<file path="config.mk">
export PLATFORM = sky130hd
export DESIGN_NAME = brb_ctrl
export DESIGN_NICKNAME = d
export VERILOG_FILES = /design/src/rtl/brb_pkg.sv /design/src/rtl/brb_ctrl.sv
export SDC_FILE = /design/constraint.sdc
export NUM_CORES = 1
export LEC_CHECK = 0
export CAP_MARGIN = 30
export CORE_AREA = 2 2 137 139
export DETAILED_ROUTE_END_ITERATION = 16
export DIE_AREA = 0 0 139 141
export DONT_BUFFER_PORTS = 1
export GPL_TIMING_DRIVEN = 0
export PLACE_DENSITY = 0.67
export SYNTH_ARGS = -nofsm -noshare
export SYNTH_HDL_FRONTEND = slang
export SYNTH_SLANG_ARGS = --single-unit
export TNS_END_PERCENT = 5
</file>
<file path="constraint.sdc">
create_clock -name clk_i -period 7.05 [get_ports clk_i]
set_input_delay 1.41 -clock clk_i [delete_from_list [all_inputs] [get_ports clk_i]]
set_output_delay 1.41 -clock clk_i [all_outputs]
set_load 0.005 [all_outputs]
</file>
<file path="src/rtl/brb_pkg.sv">
`default_nettype none
// ----------------------------------------------------------------------------
// brb_pkg
// Shared types and constants of the circular byte buffer.
// ----------------------------------------------------------------------------
package brb_pkg;

  localparam int unsigned BYTE_W  = 8;
  localparam int unsigned DATA_W  = 64;
  localparam int unsigned LEN_W   = 13;
  localparam int unsigned CNT_W   = 13;
  localparam int unsigned IDX_W   = 12;
  localparam int unsigned OP_W    = 3;
  localparam int unsigned LIDX_W  = 3;   // lane index, up to eight lanes
  localparam int unsigned APB_DW  = 32;
  localparam int unsigned PADDR_W = 3;

  // register index, taken from paddr[PADDR_W-1:2]
  localparam logic REG_BUF_SIZE = 1'b0;

  typedef enum logic [OP_W-1:0] {
    OP_WRITE   = 3'd0,
    OP_READ    = 3'd1,
    OP_DISCARD = 3'd2,
    OP_ADVANCE = 3'd3,
    OP_CLEAR   = 3'd4
  } op_e;

  // store access for one request
  typedef struct packed {
    logic       wr;
    logic       rd;
    logic [3:0] cnt;     // bytes moved
    logic [3:0] run_a;   // bytes before the pointer wraps
  } acc_t;

  // status reported with each result
  typedef struct packed {
    logic             ok;
    logic [CNT_W-1:0] rd_tot;
    logic [CNT_W-1:0] wr_tot;
    logic [CNT_W-1:0] rd_lin;
    logic [CNT_W-1:0] wr_lin;
    logic [IDX_W-1:0] rd_idx;
    logic [IDX_W-1:0] wr_idx;
  } stat_t;

endpackage
`default_nettype wire

</file>
<file path="src/rtl/brb_ctrl.sv">
`default_nettype none
// ----------------------------------------------------------------------------
// brb_ctrl
// Pointers, fill count, size register and per-request decision.
// ----------------------------------------------------------------------------
module brb_ctrl import brb_pkg::*; #(
  parameter int unsigned DEPTH = 4096,
  parameter int unsigned LANES = 8
) (
  input  logic                     clk_i,
  input  logic                     rst_ni,
  input  logic                     start_i,
  input  logic [OP_W-1:0]          op_i,
  input  logic [LEN_W-1:0]         length_i,
  input  logic                     consume_i,
  input  logic                     cfg_we_i,
  input  logic [LEN_W-1:0]         cfg_data_i,
  output logic [LEN_W-1:0]         buf_size_o,
  output acc_t                     plan_o,
  output logic [$clog2(DEPTH)-1:0] base_o,
  output logic                     done_o,
  output stat_t                    stat_o
);

  localparam int unsigned PW = $clog2(DEPTH);
  localparam int unsigned CW = $clog2(DEPTH + 1);
  localparam int unsigned LW = (CW > LEN_W) ? CW : LEN_W;

  logic [PW-1:0]    rp_q, rp_d, wp_q, wp_d;
  logic [CW-1:0]    fill_q, fill_d, size_q, size_d;
  logic [LEN_W-1:0] bsz_q, bsz_d;
  logic             done_q, ok_q, ok_d;

  logic [LW-1:0] len_w, fill_w, free_w, cfg_w;
  logic [CW-1:0] free_c, amt, room, rd_room, wr_room;
  logic [PW-1:0] ptr, wrapped;
  logic [CW:0]   sum;
  logic          fits_lanes, wr_side;
  acc_t          plan;

  // shared wrap adder
  always_comb begin
    free_c     = size_q - fill_q;
    len_w      = LW'(length_i);
    fill_w     = LW'(fill_q);
    free_w     = LW'(free_c);
    fits_lanes = len_w <= LW'(LANES);
    wr_side    = (op_i == OP_WRITE) || (op_i == OP_ADVANCE);
    ptr        = wr_side ? wp_q : rp_q;

    case (op_i)
      OP_WRITE, OP_READ: amt = CW'(length_i);
      OP_DISCARD:        amt = (len_w < fill_w) ? CW'(length_i) : fill_q;
      OP_ADVANCE:        amt = (len_w < free_w) ? CW'(length_i) : free_c;
      default:           amt = '0;
    endcase

    sum = (CW + 1)'(ptr) + (CW + 1)'(amt);
    if (sum >= (CW + 1)'(size_q)) begin
      wrapped = PW'(sum - (CW + 1)'(size_q));
    end else begin
      wrapped = PW'(sum);
    end
    room = size_q - CW'(ptr);
  end

  always_comb begin
    rp_d  = rp_q;
    wp_d  = wp_q;
    fill_d = fill_q;
    size_d = size_q;
    bsz_d = bsz_q;
    ok_d  = 1'b0;
    plan.wr    = 1'b0;
    plan.rd    = 1'b0;
    plan.cnt   = 4'(length_i);
    plan.run_a = (LW'(room) < len_w) ? 4'(room) : 4'(length_i);

    if (start_i) begin
      case (op_i)
        OP_WRITE: begin
          if (fits_lanes && (len_w <= free_w)) begin
            ok_d    = 1'b1;
            plan.wr = 1'b1;
            wp_d    = wrapped;
            fill_d  = fill_q + amt;
          end
        end
        OP_READ: begin
          if (fits_lanes && (len_w <= fill_w)) begin
            ok_d    = 1'b1;
            plan.rd = 1'b1;
            if (consume_i) begin
              rp_d   = wrapped;
              fill_d = fill_q - amt;
            end
          end
        end
        OP_DISCARD: begin
          ok_d   = 1'b1;
          rp_d   = wrapped;
          fill_d = fill_q - amt;
        end
        OP_ADVANCE: begin
          ok_d   = 1'b1;
          wp_d   = wrapped;
          fill_d = fill_q + amt;
        end
        OP_CLEAR: begin
          ok_d   = 1'b1;
          rp_d   = '0;
          wp_d   = '0;
          fill_d = '0;
        end
        default: begin
          ok_d = 1'b0;
        end
      endcase
    end

    // size write empties the buffer; size 0 acts as 1, oversize as DEPTH
    cfg_w = LW'(cfg_data_i);
    if (cfg_we_i) begin
      bsz_d  = cfg_data_i;
      rp_d   = '0;
      wp_d   = '0;
      fill_d = '0;
      if (cfg_data_i == '0) begin
        size_d = CW'(1);
      end else if (cfg_w > LW'(DEPTH)) begin
        size_d = CW'(DEPTH);
      end else begin
        size_d = CW'(cfg_data_i);
      end
    end
  end

  always_ff @(posedge clk_i or negedge rst_ni) begin
    if (!rst_ni) begin
      rp_q   <= '0;
      wp_q   <= '0;
      fill_q <= '0;
      size_q <= CW'(DEPTH);
      bsz_q  <= LEN_W'(DEPTH);
      done_q <= 1'b0;
      ok_q   <= 1'b0;
    end else begin
      rp_q   <= rp_d;
      wp_q   <= wp_d;
      fill_q <= fill_d;
      size_q <= size_d;
      bsz_q  <= bsz_d;
      done_q <= start_i;
      ok_q   <= ok_d;
    end
  end

  // status after the request, from the updated state
  always_comb begin
    rd_room = size_q - CW'(rp_q);
    wr_room = size_q - CW'(wp_q);
    stat_o.ok     = ok_q;
    stat_o.rd_tot = CNT_W'(fill_q);
    stat_o.wr_tot = CNT_W'(size_q - fill_q);
    stat_o.rd_lin = CNT_W'((rd_room < fill_q) ? rd_room : fill_q);
    stat_o.wr_lin = CNT_W'((wr_room < (size_q - fill_q)) ? wr_room : (size_q - fill_q));
    stat_o.rd_idx = IDX_W'(rp_q);
    stat_o.wr_idx = IDX_W'(wp_q);
  end

  assign plan_o     = plan;
  assign base_o     = ptr;
  assign done_o     = done_q;
  assign buf_size_o = bsz_q;

endmodule
`default_nettype wire

</file>
==> run metrics, run 1 <==
maximum VDD drop=307 uV; Worst Setup Slack, final=-0.348 ns; worst-margin pin slew=0.992 ns; Synth Flop Type=dfrtp_1; fin nets=between 1k and 1.5k; CTS Buffer Depth=2; CP Capture Type=flop; IO Count=147; Routed wire per std cell=21.0 microns; area share of the largest cell type after synthesis=between 20% and 30%; outcome=complete, but fails checks; Port Buf Inserts=0; most used cell, CP=a21oi_2; delay-heaviest family, CP=compound AO/OA/AOI/OAI gates; core area=about 18000 sq um; Tcrit/Tclk final=105%; synthesized area=around 8900 sq um; full die area=between 15000 and 20000 sq um; Yosys cell types=78; die width=139 microns; Final Slew Violations=0; initial core utilization=about 49%; DR pass1 iterations=5; Inst Count DP=approximately 1.3k; Mapped Cells=1099; Mapped Nets=between 1k and 1.5k; FF+latch count, synth=65; Final Total Pwr=between 0.005 and 0.006 W; Slowest-stage cell, CP=dfrtp_2; WS Path Type=flop to flop; vias per inst=a little under 6; largest net degree at the start of global routing=66; first-pass GRT wire length=around 44 mm; f_max=between 0.1 and 0.15 GHz; P_leak=~4.8 nW; CTS tree=built; EDFF count, synth=0; Placer Congestion=between 0.9 and 1; routed vias=8207; antenna viol nets, final=0; vias in the first global route=8177; Final min period=7.40 ns; final setup violation count=25; # fillers=approximately 1.7k; Synth async-reset ratio=100%; PwrDens=539 nW/um^2; Hold WC Path Type=flop to flop; cell at the root of the clock tree=clkbuf_16; Critical path buffers and inverters=4; Final Hold Fails=0; final std cells w/o fill=roughly 1.4k; Commonest cells post-synth=ha_1 (143), inv_1 (128), o21ai_0 (91); critical path fanouts, max=7; crit start category=flop; worst-skew pair later-pin latency=approximately 0.34 ns; area growth from synthesis to layout=14.7%; max_cap viols=0; clk sinks=65; Remaining Overflow, GRT=0; Required @ worst endpoint=between 7 and 8 ns; synth warn=0; final wirelength=between 20 and 30 mm; Die Span Y=roughly 140 microns; share of layout cells above drive strength 1=between 10% and 20%; register clock-pin slew on the reported worst setup and hold paths=about 0.07 ns; hpwl dp=around 24 mm; initial antenna violation count=0; Antenna diodes=0; unrepaired setup endpoints after global routing=true; post-synthesis sequential area ratio=between 15 and 20%; post-cts hold buffer count=0; Num CTS Buffers=9; failing checks=negative setup slack; H-tree levels=3; CP max stage delay=0.48 ns; GRT Resource Usage Total=roughly 29%; post-route clock skew=about 0.012 ns; final core occ=56.2%; relative slew slack=between 30% and 40%; Area contributors post-synth=ha_1 (20%), dfrtp_1 (18%), inv_1 (5.4%); row cnt=50; mean area per synthesized cell=~8 sq um; count leader, synth=ha_1; leading area contributor after synthesis=ha_1; initial drt markers=515; DRC viols=0; Critical Path AT=roughly 7.6 ns
report_power, final:
| group | internal (W) | switching [W] | total, W |
|---|---|---|---|
| Clock | 0.000284 | 0.000180 | 0.000464 |
| Sequential | 0.000464 | 0.000161 | 0.000625 |
| Combinational | 0.00198 | 0.00246 | 0.00444 |
| Total | 0.00272 | 0.00280 | 0.00553 |
per-layer routing:
layer | vias to the layer above | global-route usage [%] | wire [microns]
met1 | 3930 | 35.8 | 12500
met2 | 250 | 49.4 | 13800
met5 | - | 0 | 0
met3 | 45 | 6.18 | 2000
met4 | 0 | 10.1 | 885
li1 | 3982 | - | -
cells in the final DEF, fill, tap and decap left out, drive strengths merged, types with 8 or more instances in the layout:
master,Yosys,final
o21bai,12,12
clkbuf,17,27
a21o,27,27
nor2,71,71
nor3,12,12
mux2i,21,21
a211oi,12,12
buf,15,53
a21oi,71,71
o21a,14,14
a22oi,8,8
xnor2,53,53
nand4,15,15
nand2b,20,20
o31ai,11,11
dfrtp,63,63
nor2b,23,23
a21boi,15,15
inv,130,130
mux2,39,39
xor2,19,19
o21ai,93,93
nand2,88,88
ha,143,143
area by class of cell:
| type | count | area [sq um] | area share [%] |
|---|---|---|---|
| Clock buffer | 10 | 239 | 2.33 |
| Clock inverter | 6 | 65.1 | 0.634 |
| Inverter | 130 | 494 | 4.82 |
| Sequential cell | 65 | 1640 | 16.0 |
| Timing Repair Buffer | 38 | 295 | 2.88 |
| Multi-Input combinational cell | 872 | 7050 | 68.7 |
| Buffer | 32 | 180 | 1.76 |
| Tap cell | 234 | 293 | 2.85 |
sequential cells by signal (all words and copies together) (netlist names):
register	flops
done_o	1
buf_size_o	13
rp_q	12
ok_q	1
size_q	13
wp_q	12
fill_q	13
kinds of logic after synthesis:
kind of cell	share of synthesized area (%)
XOR/XNOR	7.22
AO/OA/AOI/OAI	22.2
multiplexers	7.26
AND/OR/NAND/NOR	15.7
flip-flops	18.2
adder cells (fa/ha/maj)	22.2
buffers and inverters	7.30
path summary, 6_finish.rpt:
kind,start,to,slack [ns],cells after the start
min,buf_size_o[12]$_DFFE_PN1P_,buf_size_o[12]$_DFFE_PN1P_,0.49,2
max reg2reg,fill_q[0]$_DFFE_PN0P_,wp_q[10]$_DFFE_PN0P_,-0.35,41
min reg2reg,buf_size_o[12]$_DFFE_PN1P_,buf_size_o[12]$_DFFE_PN1P_,0.49,2
max in group asynchronous,rst_ni,size_q[12]$_DFFE_PN1P_,6.10,0
max,fill_q[0]$_DFFE_PN0P_,wp_q[10]$_DFFE_PN0P_,-0.35,41
min in group asynchronous,rst_ni,rp_q[11]$_DFFE_PN0P_,0.77,0
timing repair:
action	in CTS	in global routing
gates cloned	0	1
setup buffers	24	13
pin swaps	42	33
resized for setup	59	45
setup endpoints to repair	32	31
worst reg2reg max path, delay by kind of cell (launching register included):
family	cells	cell delay [ns]
muxes	2	0.44
adders and majority gates	6	1.57
xor gates and xnor gates	2	0.33
buffers and inverters	4	0.55
AOI/OAI and AO/OA	17	2.77
and+or+nand+nor	10	1.14
DFF	1	0.48
per-stage QoR:
| step | setup WS, ns | setup TNS (ns) | hold slack, ns | area, sq um |
|---|---|---|---|---|
| detailed placement | -1.30 | -32.67 | 0.482 | 9310 |
| global placement | -1.18 | -29.52 | 0.475 | 9310 |
| floorplan | 0.00381 | 0 | 0.458 | 9020 |
| CTS | -0.328 | -6.55 | 0.494 | 10000 |
| finish | -0.348 | -6.67 | 0.489 | 10300 |
| global route | -0.702 | -16.76 | 0.552 | 10300 |
Power figures use the tool's default switching activity.
==> inputs of run 2 (changes only) <==
- CORE_AREA: 2 2 137 139 -> 2 2 163 117
- DIE_AREA: 0 0 139 141 -> 0 0 165 119
==> run metrics, run 2 (synthesized netlist as in run 1, its figures left out) <==
Port Buf Inserts=0 (unchanged); PwrDens=552 nW/um^2 (was 539 nW/um^2); largest net degree at the start of global routing=66 (unchanged); CP max stage delay=0.48 ns (about the same); most used cell, CP=a21oi_2 (unchanged); most frequent cells in the layout=ha_1 (134), inv_1 (120), nand2_1 (87) (was ha_1 (134), inv_1 (121), nand2_1 (87)); clk sinks=65 (unchanged); WS Path Type=flop to flop (unchanged); Power Internal=0.00269 W (was 0.00272 W); # fillers=1694 (was 1709); cell at the root of the clock tree=clkbuf_16 (unchanged); Seq pwr share=10.9% (was 11.3%); met1 wire length=14.4 mm (was 12.5 mm); Required @ worst endpoint=7.29 ns (was 7.28 ns); register clock-pin slew on the reported worst setup and hold paths=0.07 ns (about the same); Register Area=1640 sq um (about the same); CP Capture Type=flop (unchanged); Hold WC Path Type=flop to flop (unchanged); Critical Path AT=7.66 ns (was 7.63 ns); CTS Buffer Depth=2 (unchanged); full die area=19600 sq um (about the same); unrepaired setup endpoints after global routing=true (unchanged); initial antenna violation count=0 (unchanged); worst-skew pair later-pin latency=0.35 ns (was 0.34 ns); Tcrit/Tclk final=105% (about the same); outcome=complete, but fails checks (unchanged); top sig layer=met4 (unchanged); relative slew slack=44.9% (was 33.6%); commonest non-fill, non-tap cell in the layout=ha_1 (unchanged); Slowest-stage cell, CP=dfrtp_2 (unchanged); failing checks=negative setup slack (unchanged); Routed wire per std cell=21.2 microns (was 21.0 microns); Final min period=7.42 ns (was 7.40 ns); H-tree levels=3 (unchanged); Num CTS Buffers=9 (unchanged); die width=165 microns (was 139 microns); Clk pwr share=7.9% (was 8.4%); max_cap viols=0 (unchanged); Placer Congestion=0.984 (was 0.974); Die Span Y=119 microns (was 141 microns); area growth from synthesis to layout=14.2% (was 14.7%); Gate power share=81.2% (was 80.3%); final setup violation count=29 (was 25); sw power=0.00296 W (was 0.00280 W); antenna viol nets, final=0 (unchanged); r2r setup slk=-0.37 ns (was -0.35 ns); DR pass1 iterations=5 (unchanged); WL met3=3.15 mm (was 2.00 mm); first-pass GRT wire length=44.5 mm (was 44.0 mm); P_leak=4.77 nW (was 4.78 nW); Worst Setup Slack, final=-0.366 ns (was -0.348 ns); DRC viols=0 (unchanged); crit start category=flop (unchanged); f_max=0.135 GHz (about the same); metal2 WL=11.6 mm (was 13.8 mm); initial core utilization=48.8% (was 49.0%); vias per inst=5.87 (was 5.92); critical path fanouts, max=7 (unchanged); post-cts hold buffer count=0 (unchanged); post-route clock skew=0.00899 ns (was 0.0120 ns); maximum VDD drop=494 uV (was 307 uV); Final Hold Fails=0 (unchanged); hpwl dp=23.5 mm (was 23.6 mm); routed vias=8173 (was 8207); Antenna diodes=0 (unchanged); initial drt markers=655 (was 515); row cnt=42 (was 50); Remaining Overflow, GRT=0 (unchanged); vias in the first global route=7670 (was 8177); worst-margin pin slew=0.827 ns (was 0.992 ns); Final Slew Violations=0 (unchanged); share of layout cells above drive strength 1=18.5% (was 19.2%); setup TNS=-7.72 ns (was -6.67 ns); area of the multi-input gates=7050 sq um (about the same); GRT Resource Usage Total=30.1% (was 28.8%); Net Sw Frac=52.4% (was 50.7%); final wirelength=29.5 mm (was 29.1 mm); fin nets=1329 (was 1332); core area=18300 sq um (about the same); CTS tree=built (unchanged); final core occ=55.7% (was 56.2%); IO Count=147 (unchanged)
==> run 2: cell types whose count changed in the layout (fill, tap and decap cells not counted), sizes merged <==
cell    before  now
buf         53   50
inv        130  132
bufinv       1    0
clkbuf      27   26
==> run 2: metal layers <==
metal  up-vias  track usage (%)
met5         -                0
met4         0             5.76
met3        23             8.92
met2       346             40.9
met1      3834             46.5
li1       3970                -
==> run 2: power groups by stage <==
stage	registers (W)	clock network, W	logic, W
floorplan	0.000556	0	0.00305
global placement	0.000619	0	0.00392
detailed placement	0.000619	0	0.00397
CTS	0.000615	0.000451	0.00433
global route	0.000630	0.000466	0.00499
finish	0.000616	0.000445	0.00458
==> run 2: layout make-up <==
class,instances,area share (%)
clock buffers,9,2.20
plain buffers,32,1.84
multi-input cells,872,69.0
inverters,130,4.77
clock inverters,7,0.539
flip-flops and latches,65,16.0
well taps,242,2.96
repair buffers,35,2.67
==> run 2: stage by stage <==
step                setup WS, ns  std cells  power, W  instance area (sq um)  hold WS (ns)
floorplan                0.00381       1099   0.00361                   9020         0.458
global placement           -1.25       1341   0.00454                   9320         0.480
detailed placement         -1.38       1341   0.00458                   9320         0.483
CTS                       -0.247       1387   0.00540                  10100         0.492
global route              -0.753       1392   0.00609                  10200         0.522
finish                    -0.366       1392   0.00564                  10200         0.484
==> run 2: worst max-delay path, delay by kind of cell (launching register included) <==
family	cells	cell delay [ns]
AOI/OAI and AO/OA	18	2.77
xor gates and xnor gates	1	0.27
adders and majority gates	5	1.42
buffers and inverters	5	0.76
DFF	1	0.48
muxes	1	0.30
and+or+nand+nor	7	1.28
==> run 2: worst paths after layout <==
kind,start,endpoint,depth (start not counted)
min in group asynchronous,rst_ni,size_q[0]$_DFFE_PN0P_,0
worst min-delay path,buf_size_o[12]$_DFFE_PN1P_,buf_size_o[12]$_DFFE_PN1P_,2
worst max-delay path,fill_q[0]$_DFFE_PN0P_,rp_q[10]$_DFFE_PN0P_,37
worst min register to register,buf_size_o[12]$_DFFE_PN1P_,buf_size_o[12]$_DFFE_PN1P_,2
max in group asynchronous,rst_ni,buf_size_o[12]$_DFFE_PN1P_,0
worst max register to register,fill_q[0]$_DFFE_PN0P_,rp_q[10]$_DFFE_PN0P_,37
==> run 2: what timing repair did <==
action,4_1_cts,5_1_grt
gates cloned,1,0
setup buffers,29,4
endpoints found under the setup margin,40,41
pin swaps,46,26
gates resized for setup,68,30
hold endpoints to repair,0,0
